==> config.mk <==
export PLATFORM = sky130hd
export DESIGN_NAME = pqad_isqrt
export DESIGN_NICKNAME = d
export VERILOG_FILES = /design/src/rtl/core/pqad_pkg.sv /design/src/rtl/core/pqad_isqrt.sv
export SDC_FILE = /design/constraint.sdc
export NUM_CORES = 1
export LEC_CHECK = 0
export BUFFER_PORTS_ARGS = -buffer_cell sky130_fd_sc_hd__buf_2
export CORE_MARGIN = 4
export CORE_UTILIZATION = 59
export CTS_CLUSTER_SIZE = 20
export DETAILED_ROUTE_END_ITERATION = 12
export GPL_TIMING_DRIVEN = 0
export PLACE_DENSITY_LB_ADDON = 0.3
export SYNTH_ARGS = -nofsm -noshare
export SYNTH_HDL_FRONTEND = slang
export SYNTH_SLANG_ARGS = --single-unit
==> constraint.sdc <==
create_clock -name clk -period 10.8 [get_ports clk]
set_input_delay 2.16 -clock clk [delete_from_list [all_inputs] [get_ports clk]]
set_output_delay 2.16 -clock clk [all_outputs]
set_load 0.05 [all_outputs]
==> src/rtl/core/pqad_pkg.sv <==
`timescale 1ns / 1ps
`default_nettype none

package pqad_pkg;

    localparam int TAG_W   = 32;
    localparam int VALUE_W = 32;
    localparam int SUM_W   = 40;
    localparam int ROOT_W  = 20;
    localparam int CFG_W   = 7;
    localparam int SUB_W_IN  = 6;
    localparam int CENT_W_IN = 8;

    localparam int S_TDATA_W = 80;
    localparam int M_TDATA_W = 96;

    localparam int MAX_SUBSPACES_DEF          = 64;
    localparam int CENTROIDS_PER_SUBSPACE_DEF = 256;

    localparam logic [CFG_W-1:0] NUM_SUBSPACES_RST = 7'd8;
    localparam logic [SUM_W-1:0] SUM_MAX           = {SUM_W{1'b1}};
    localparam logic [SUM_W-1:0] ROOT_BIT_INIT     = 40'h40_0000_0000;

    localparam logic KIND_WRITE = 1'b0;
    localparam logic KIND_CODE  = 1'b1;

    typedef struct packed {
        logic [TAG_W-1:0] tag;
        logic [SUM_W-1:0] sum;
        logic             sat;
    } job_t;

    typedef enum logic {
        SQRT_IDLE,
        SQRT_RUN
    } sqrt_state_t;

endpackage

`default_nettype wire

==> src/rtl/core/pqad_isqrt.sv <==
`timescale 1ns / 1ps
`default_nettype none

module pqad_isqrt (
    input  wire logic                            clk,
    input  wire logic                            rst_n,
    input  wire logic                            job_valid,
    output logic                                 job_ready,
    input  wire pqad_pkg::job_t                  job,
    output logic                                 out_valid,
    input  wire logic                            out_ready,
    output logic     [pqad_pkg::TAG_W-1:0]       out_tag,
    output logic     [pqad_pkg::SUM_W-1:0]       out_sum,
    output logic     [pqad_pkg::ROOT_W-1:0]      out_root,
    output logic                                 out_sat
);

    localparam int SW = pqad_pkg::SUM_W;

    pqad_pkg::sqrt_state_t state_reg;
    pqad_pkg::sqrt_state_t state_next;

    pqad_pkg::job_t             job_reg;
    logic [SW-1:0]              rem_reg;
    logic [SW-1:0]              root_reg;
    logic [SW-1:0]              bit_reg;
    logic                       out_valid_reg;
    logic                       out_valid_next;
    logic [pqad_pkg::TAG_W-1:0] out_tag_reg;
    logic [SW-1:0]              out_sum_reg;
    logic [pqad_pkg::ROOT_W-1:0] out_root_reg;
    logic                       out_sat_reg;

    logic [SW-1:0]              trial;
    logic                       take;
    logic [SW-1:0]              rem_step;
    logic [SW-1:0]              root_step;
    logic                       out_free;
    logic                       load;
    logic                       step;
    logic                       finish;

    assign trial     = root_reg + bit_reg;
    assign take      = rem_reg >= trial;
    assign rem_step  = take ? rem_reg - trial : rem_reg;
    assign root_step = take ? (root_reg >> 1) + bit_reg : root_reg >> 1;
    assign out_free  = !out_valid_reg || out_ready;

    always_comb
    begin
        state_next     = state_reg;
        job_ready      = 1'b0;
        load           = 1'b0;
        step           = 1'b0;
        finish         = 1'b0;
        out_valid_next = out_valid_reg && !out_ready;
        case (state_reg)
            pqad_pkg::SQRT_IDLE:
            begin
                job_ready = 1'b1;
                if (job_valid)
                begin
                    load       = 1'b1;
                    state_next = pqad_pkg::SQRT_RUN;
                end
            end
            pqad_pkg::SQRT_RUN:
            begin
                // stall the final step until the output register frees up
                if (!bit_reg[0] || out_free)
                begin
                    step = 1'b1;
                end
                if (bit_reg[0] && out_free)
                begin
                    finish         = 1'b1;
                    out_valid_next = 1'b1;
                    state_next     = pqad_pkg::SQRT_IDLE;
                end
            end
            default:
            begin
                state_next = pqad_pkg::SQRT_IDLE;
            end
        endcase
    end

    always_ff @(posedge clk or negedge rst_n)
    begin
        if (!rst_n)
        begin
            state_reg     <= pqad_pkg::SQRT_IDLE;
            out_valid_reg <= 1'b0;
        end
        else
        begin
            state_reg     <= state_next;
            out_valid_reg <= out_valid_next;
        end
    end

    always_ff @(posedge clk)
    begin
        if (load)
        begin
            job_reg  <= job;
            rem_reg  <= job.sum;
            root_reg <= '0;
            bit_reg  <= pqad_pkg::ROOT_BIT_INIT;
        end
        else if (step)
        begin
            rem_reg  <= rem_step;
            root_reg <= root_step;
            bit_reg  <= bit_reg >> 2;
        end
        if (finish)
        begin
            out_tag_reg  <= job_reg.tag;
            out_sum_reg  <= job_reg.sum;
            out_root_reg <= root_step[pqad_pkg::ROOT_W-1:0];
            out_sat_reg  <= job_reg.sat;
        end
    end

    assign out_valid = out_valid_reg;
    assign out_tag   = out_tag_reg;
    assign out_sum   = out_sum_reg;
    assign out_root  = out_root_reg;
    assign out_sat   = out_sat_reg;

endmodule

`default_nettype wire

# [After elaboration in Yosys (flattened, before gate mapping)]
# Index checks and enable logic that the tools add are counted.
[word_totals] ff_bits=268 in_bits=77 output_inout_bits=95 word_cells=42
[op_classes] n_addsub=3 magnitude_cmp=1 muxes=15 bitwise=1 reduce_logical=10
[op_table] operator="$mux W40" count=4
[op_table] operator="$add A39 B39 Y40" count=1
[op_table] operator="$add A40 B39 Y40" count=1
[op_table] operator="$ge A40 B40 Y1" count=1
[op_table] operator="$sub A40 B40 Y40" count=1
[op_table] operator="$mux W1" count=10
[op_table] operator="$reduce_bool A2 Y1" count=2
[op_table] operator="$logic_not A1 Y1" count=3
[op_table] operator="$logic_and A1 B1 Y1" count=2
[op_table] operator="$logic_or A1 B1 Y1" count=2
[op_table] operator="$pmux W1 S2" count=1
[op_table] operator="$reduce_and A2 Y1" count=1
[op_table] operator="$not A1 Y1" count=1

# [Logic depth before layout (Yosys ltp)]
[depth] depth_word=7 depth_mapped=22 mapped_depth_nobuf=19

# [Worst setup path before layout]
# OpenSTA, ideal clock, no wires.
[synth_path] path_kind="register to register" startpoint="reg bit_reg[0]" endpoint="reg rem_reg[0], enable pin" setup_ns=0.493 t_arrival_ns=7.141 t_required_ns=10.307 setup_slack_ns=3.166 stages_incl_launch_ff=22 path_buffers=3 period_less_slack_ns=7.634 cell_sequence="dfxtp_1 -> ha_1 -> ha_1 -> a21oi_1 -> o21ai_0 -> a21boi_0 -> o21ai_0 -> a21boi_0 -> o21ai_0 -> a41oi_1 -> xor2_1 -> ha_1 -> buf_2 -> and4_4 -> nand3_2 -> or2_1 -> or4_4 -> a31oi_4 -> nor2_2 -> buf_6 -> buf_6 -> o21ai_0"
[synth_via] elab_chain_cells=6 elab_cells_between_ends=9 cone_classes="add/sub: 1; order compare: 1; mux: 2; reduce/logical: 5"
[synth_rtl] item="from (decl)" line_no="pqad_isqrt.sv:26" text="logic [SW-1:0] bit_reg;"
[synth_rtl] item="from (signal assigned)" line_no="pqad_isqrt.sv:109" text="bit_reg <= pqad_pkg::ROOT_BIT_INIT;"
[synth_rtl] item="from (signal assigned)" line_no="pqad_isqrt.sv:115" text="bit_reg <= bit_reg >> 2;"
[synth_rtl] item="parallel branches: the longest is 5 deep, another holds $add A40 B39 Y40"
[synth_rtl] item="$reduce_and A2 Y1 (no source line) (*)"
[synth_rtl] item="to (signal assigned)" line_no="pqad_isqrt.sv:107" text="rem_reg <= job.sum;"
[synth_rtl] item="to (signal assigned)" line_no="pqad_isqrt.sv:113" text="rem_reg <= rem_step;"
[synth_rtl] item="to (decl)" line_no="pqad_isqrt.sv:24" text="logic [SW-1:0] rem_reg;"
# Mark *: on every way between the ends.
# A chain may end at the register's enable or synchronous reset.

# [Final worst setup path]
[layout_path] startpoint="reg bit_reg[0]" endpoint="reg rem_reg[18], enable pin"
# The elaborated chain is that of the path after synthesis.

==> results.md <==
* Run status: completed
* Period minus WS final at 6.879 ns
* Hold Crit Start: job_reg[67]$_DFFE_PP_
* Root Buffer Master: clkbuf_16
* Slew margin rel. at 36.84%
* Worst-path cell chain: ha_1, ha_1, a21oi_1, o21ai_0, a21boi_0, o21ai_0, a21boi_0, o21ai_0, a41oi_1, xor2_1, ha_1, buf_2, nand2_1, o21ai_0, a311oi_1, o221ai_1, nor2_2, buf_6, buf_6, o21ai_4, buf_16
* Total track usage at 27.15%
* Total wire length at 36.69 mm
* HPWL Detailed at 27.00 mm
* Yosys reg bits at 268
* Buffer count from post-CTS setup fixing at 0
* Placer Congestion at 0.9162
* CTS max path bufs at 3
* Async S/R FF share, synth at 0.7463%
* Antenna violations before repair at 0
* Total Nets Final at 1688
* TNS Setup at 0 ns
* CTS H-tree lvls at 1
* Area occupied by registers at 7437 um^2
* Cts bufs inserted at 28
* Routed len/inst at 19.63 um
* Worst Clk Skew at 0.01893 ns
* Area growth syn-to-layout at 16.49%
* Residual DRC at 0
* CTS tree: built
* Most frequent CP cell: o21ai_0
* Slowest library cell on the worst path: o221ai_1
* Row count at 56
* Kind of critical path: flop to flop
* ANT nets after route at 0
* Multi-input gate area at 6432 um^2
* Syn Area/Cell at 10.71 um^2
* Cts hold-fix bufs at 0
* Final Slew Violations at 0
* IO buf count at 171
* CP Capture Type: flop
* Worst path required time at 11.03 ns
* CORE AREA at 23540 um^2
* Crit Path Max Fanout at 23
* Number of DRC markers in iteration 0 at 985
* Layout fillers at 1766
* Synth unique cells at 78
* Worst path bufs/invs at 4
* Worst slew pin tran at 0.9475 ns
* TritonCTS sink count at 268
* Largest net degree at the start of global routing at 61
* Die span in y at 163.0 um
* Sequential fraction of the synthesis area at 52.48%
* Setup crit start: bit_reg[0]$_SDFFE_PP0P_
* Synthesis Warnings at 0
* Max FFs per register at 73
* Period Utilization, post-route at 63.69%
* Avg Vias per Cell at 6.060
* Clk slew on worst S/H paths at 0.06 ns
* Post-synth EDFFs at 206
* Initial Utilization at 60.19%
* Post-Synthesis Cells at 1323
* Max-cap violations at 0
* First-pass GRT wire length at 57.44 mm
* Syn nets at 1483
* Number of global-route vias before repair at 10853
* Io pins at 172
* Final setup fails at 0
* CP peak stage delay at 0.79 ns
* Ant diodes at 0
* Startpoint types: flop
* Crit path max-delay family: compound AO/OA/AOI/OAI gates
* Main synth FF type: edfxtp_1
* Vias at 11327
* Max Fclk at 0.1454 GHz
* Share of cells above drive strength 1 at 17.35%
* Resize count post-CTS at 0
* Worst EP arrival at 7.11 ns
* HP Class: flop to flop
* Mapped cell area at 14170 um^2
* Total gr overflow at 0
* Die area at 26560 um^2
* Worst-Skew Late Latency at 0.54 ns
* Worst r2r src: bit_reg[0]$_SDFFE_PP0P_
* Drt first pass iters at 6
* Die W at 163.0 um
* RSZ-0062 raised after global routing: no
* Final hold violation count at 0
[layer usage]
layer / GRT usage, % / routed length (um) / up-vias
li1: - / - / 5363
met1: 36.69 / 15380 / 5382
met2: 44.53 / 17230 / 494
met3: 4.505 / 2798 / 88
met4: 9.912 / 1287 / 0
met5: 0 / 0 / -
[cell families (layout without fill, tap and decap cells)]
family	Yosys count	count (layout)	synth area share, %
and+or+nand+nor	398	398	13.33
AOI/OAI and AO/OA	383	383	17.12
DFF	268	268	52.48
xor gates and xnor gates	97	97	5.995
adders and majority gates	83	83	7.381
buffers and inverters	75	302	2.260
muxes	19	19	1.430
[synth_stat cells, types with 23 or more instances]
cell type / n / area, um^2
clkbuf_1: 40 / 150.1
xor2_1: 51 / 446.7
inv_1: 23 / 86.33
a21oi_1: 119 / 595.6
nand3_1: 38 / 190.2
nand2_1: 130 / 488.0
a21o_1: 42 / 315.3
edfxtp_1: 206 / 6186
and3_1: 26 / 162.7
o21ai_0: 74 / 370.4
a31oi_1: 34 / 212.7
nor2_1: 102 / 382.9
xnor2_1: 46 / 402.9
dfxtp_1: 60 / 1201
ha_1: 82 / 1026
[worst paths after layout]
kind | slack, ns | depth (start not counted) | endpoint
setup / recovery | 3.92 | 21 | rem_reg[18]$_DFFE_PP_
hold / removal | 0.42 | 0 | out_tag[26]$_DFFE_PP_
setup reg to reg | 3.92 | 21 | rem_reg[18]$_DFFE_PP_
hold reg to reg | 0.42 | 0 | out_tag[26]$_DFFE_PP_
max in group asynchronous | 9.31 | 1 | state_reg$_DFF_PN0_
min in group asynchronous | 1.40 | 1 | out_valid$_DFF_PN0_
[layout make-up]
type | count | share of cell area (%)
buffer | 51 | 1.417
sequential | 268 | 45.05
clock buffer | 31 | 4.441
multi-input combinational | 980 | 38.96
tap | 319 | 2.418
clock inverter | 21 | 1.402
timing repair buffer | 175 | 5.760
inverter | 24 | 0.5457
[through the flow]
stage,hold slack [ns],util (%),setup WS [ns],area (um^2),instances
2_1_floorplan,0.4003,-,3.166,14170,1323
3_3_place_gp,0.4003,65.52,0.2155,15430,1813
3_5_place_dp,0.4045,66.02,4.012,15540,1817
4_1_cts,0.4191,70.12,3.984,16510,1869
5_1_grt,0.4207,70.12,3.458,16510,1869
6_report,0.4163,70.12,3.921,16510,1869
[cell usage in the layout, fill, tap and decap left out, drive strengths merged, types with 11 or more instances in the layout]
| master | count |
|---|---|
| a21boi | 11 |
| a21o | 42 |
| a21oi | 123 |
| a31oi | 35 |
| and2 | 12 |
| and3 | 26 |
| buf | 185 |
| clkbuf | 72 |
| clkinv | 13 |
| dfxtp | 60 |
| edfxtp | 206 |
| ha | 82 |
| inv | 26 |
| nand2 | 131 |
| nand3 | 39 |
| nand4 | 18 |
| nor2 | 103 |
| nor2b | 11 |
| nor3 | 17 |
| o21a | 13 |
| o21ai | 80 |
| o31ai | 18 |
| xnor2 | 46 |
| xor2 | 51 |
[worst register-to-register path, stage by stage (launching register included)]
cell and delay, ns:
dfxtp_1 0.43, ha_1 0.26, ha_1 0.20, a21oi_1 0.10, o21ai_0 0.39, a21boi_0 0.21
o21ai_0 0.53, a21boi_0 0.28, o21ai_0 0.33, a41oi_1 0.19, xor2_1 0.19, ha_1 0.28
buf_2 0.18, nand2_1 0.06, o21ai_0 0.39, a311oi_1 0.26, o221ai_1 0.79, nor2_2 0.18
buf_6 0.21, buf_6 0.16, o21ai_4 0.69, buf_16 0.26
Power is not shown: default switching activity piles up to over one toggle a cycle in this logic, so the estimate is an artifact.
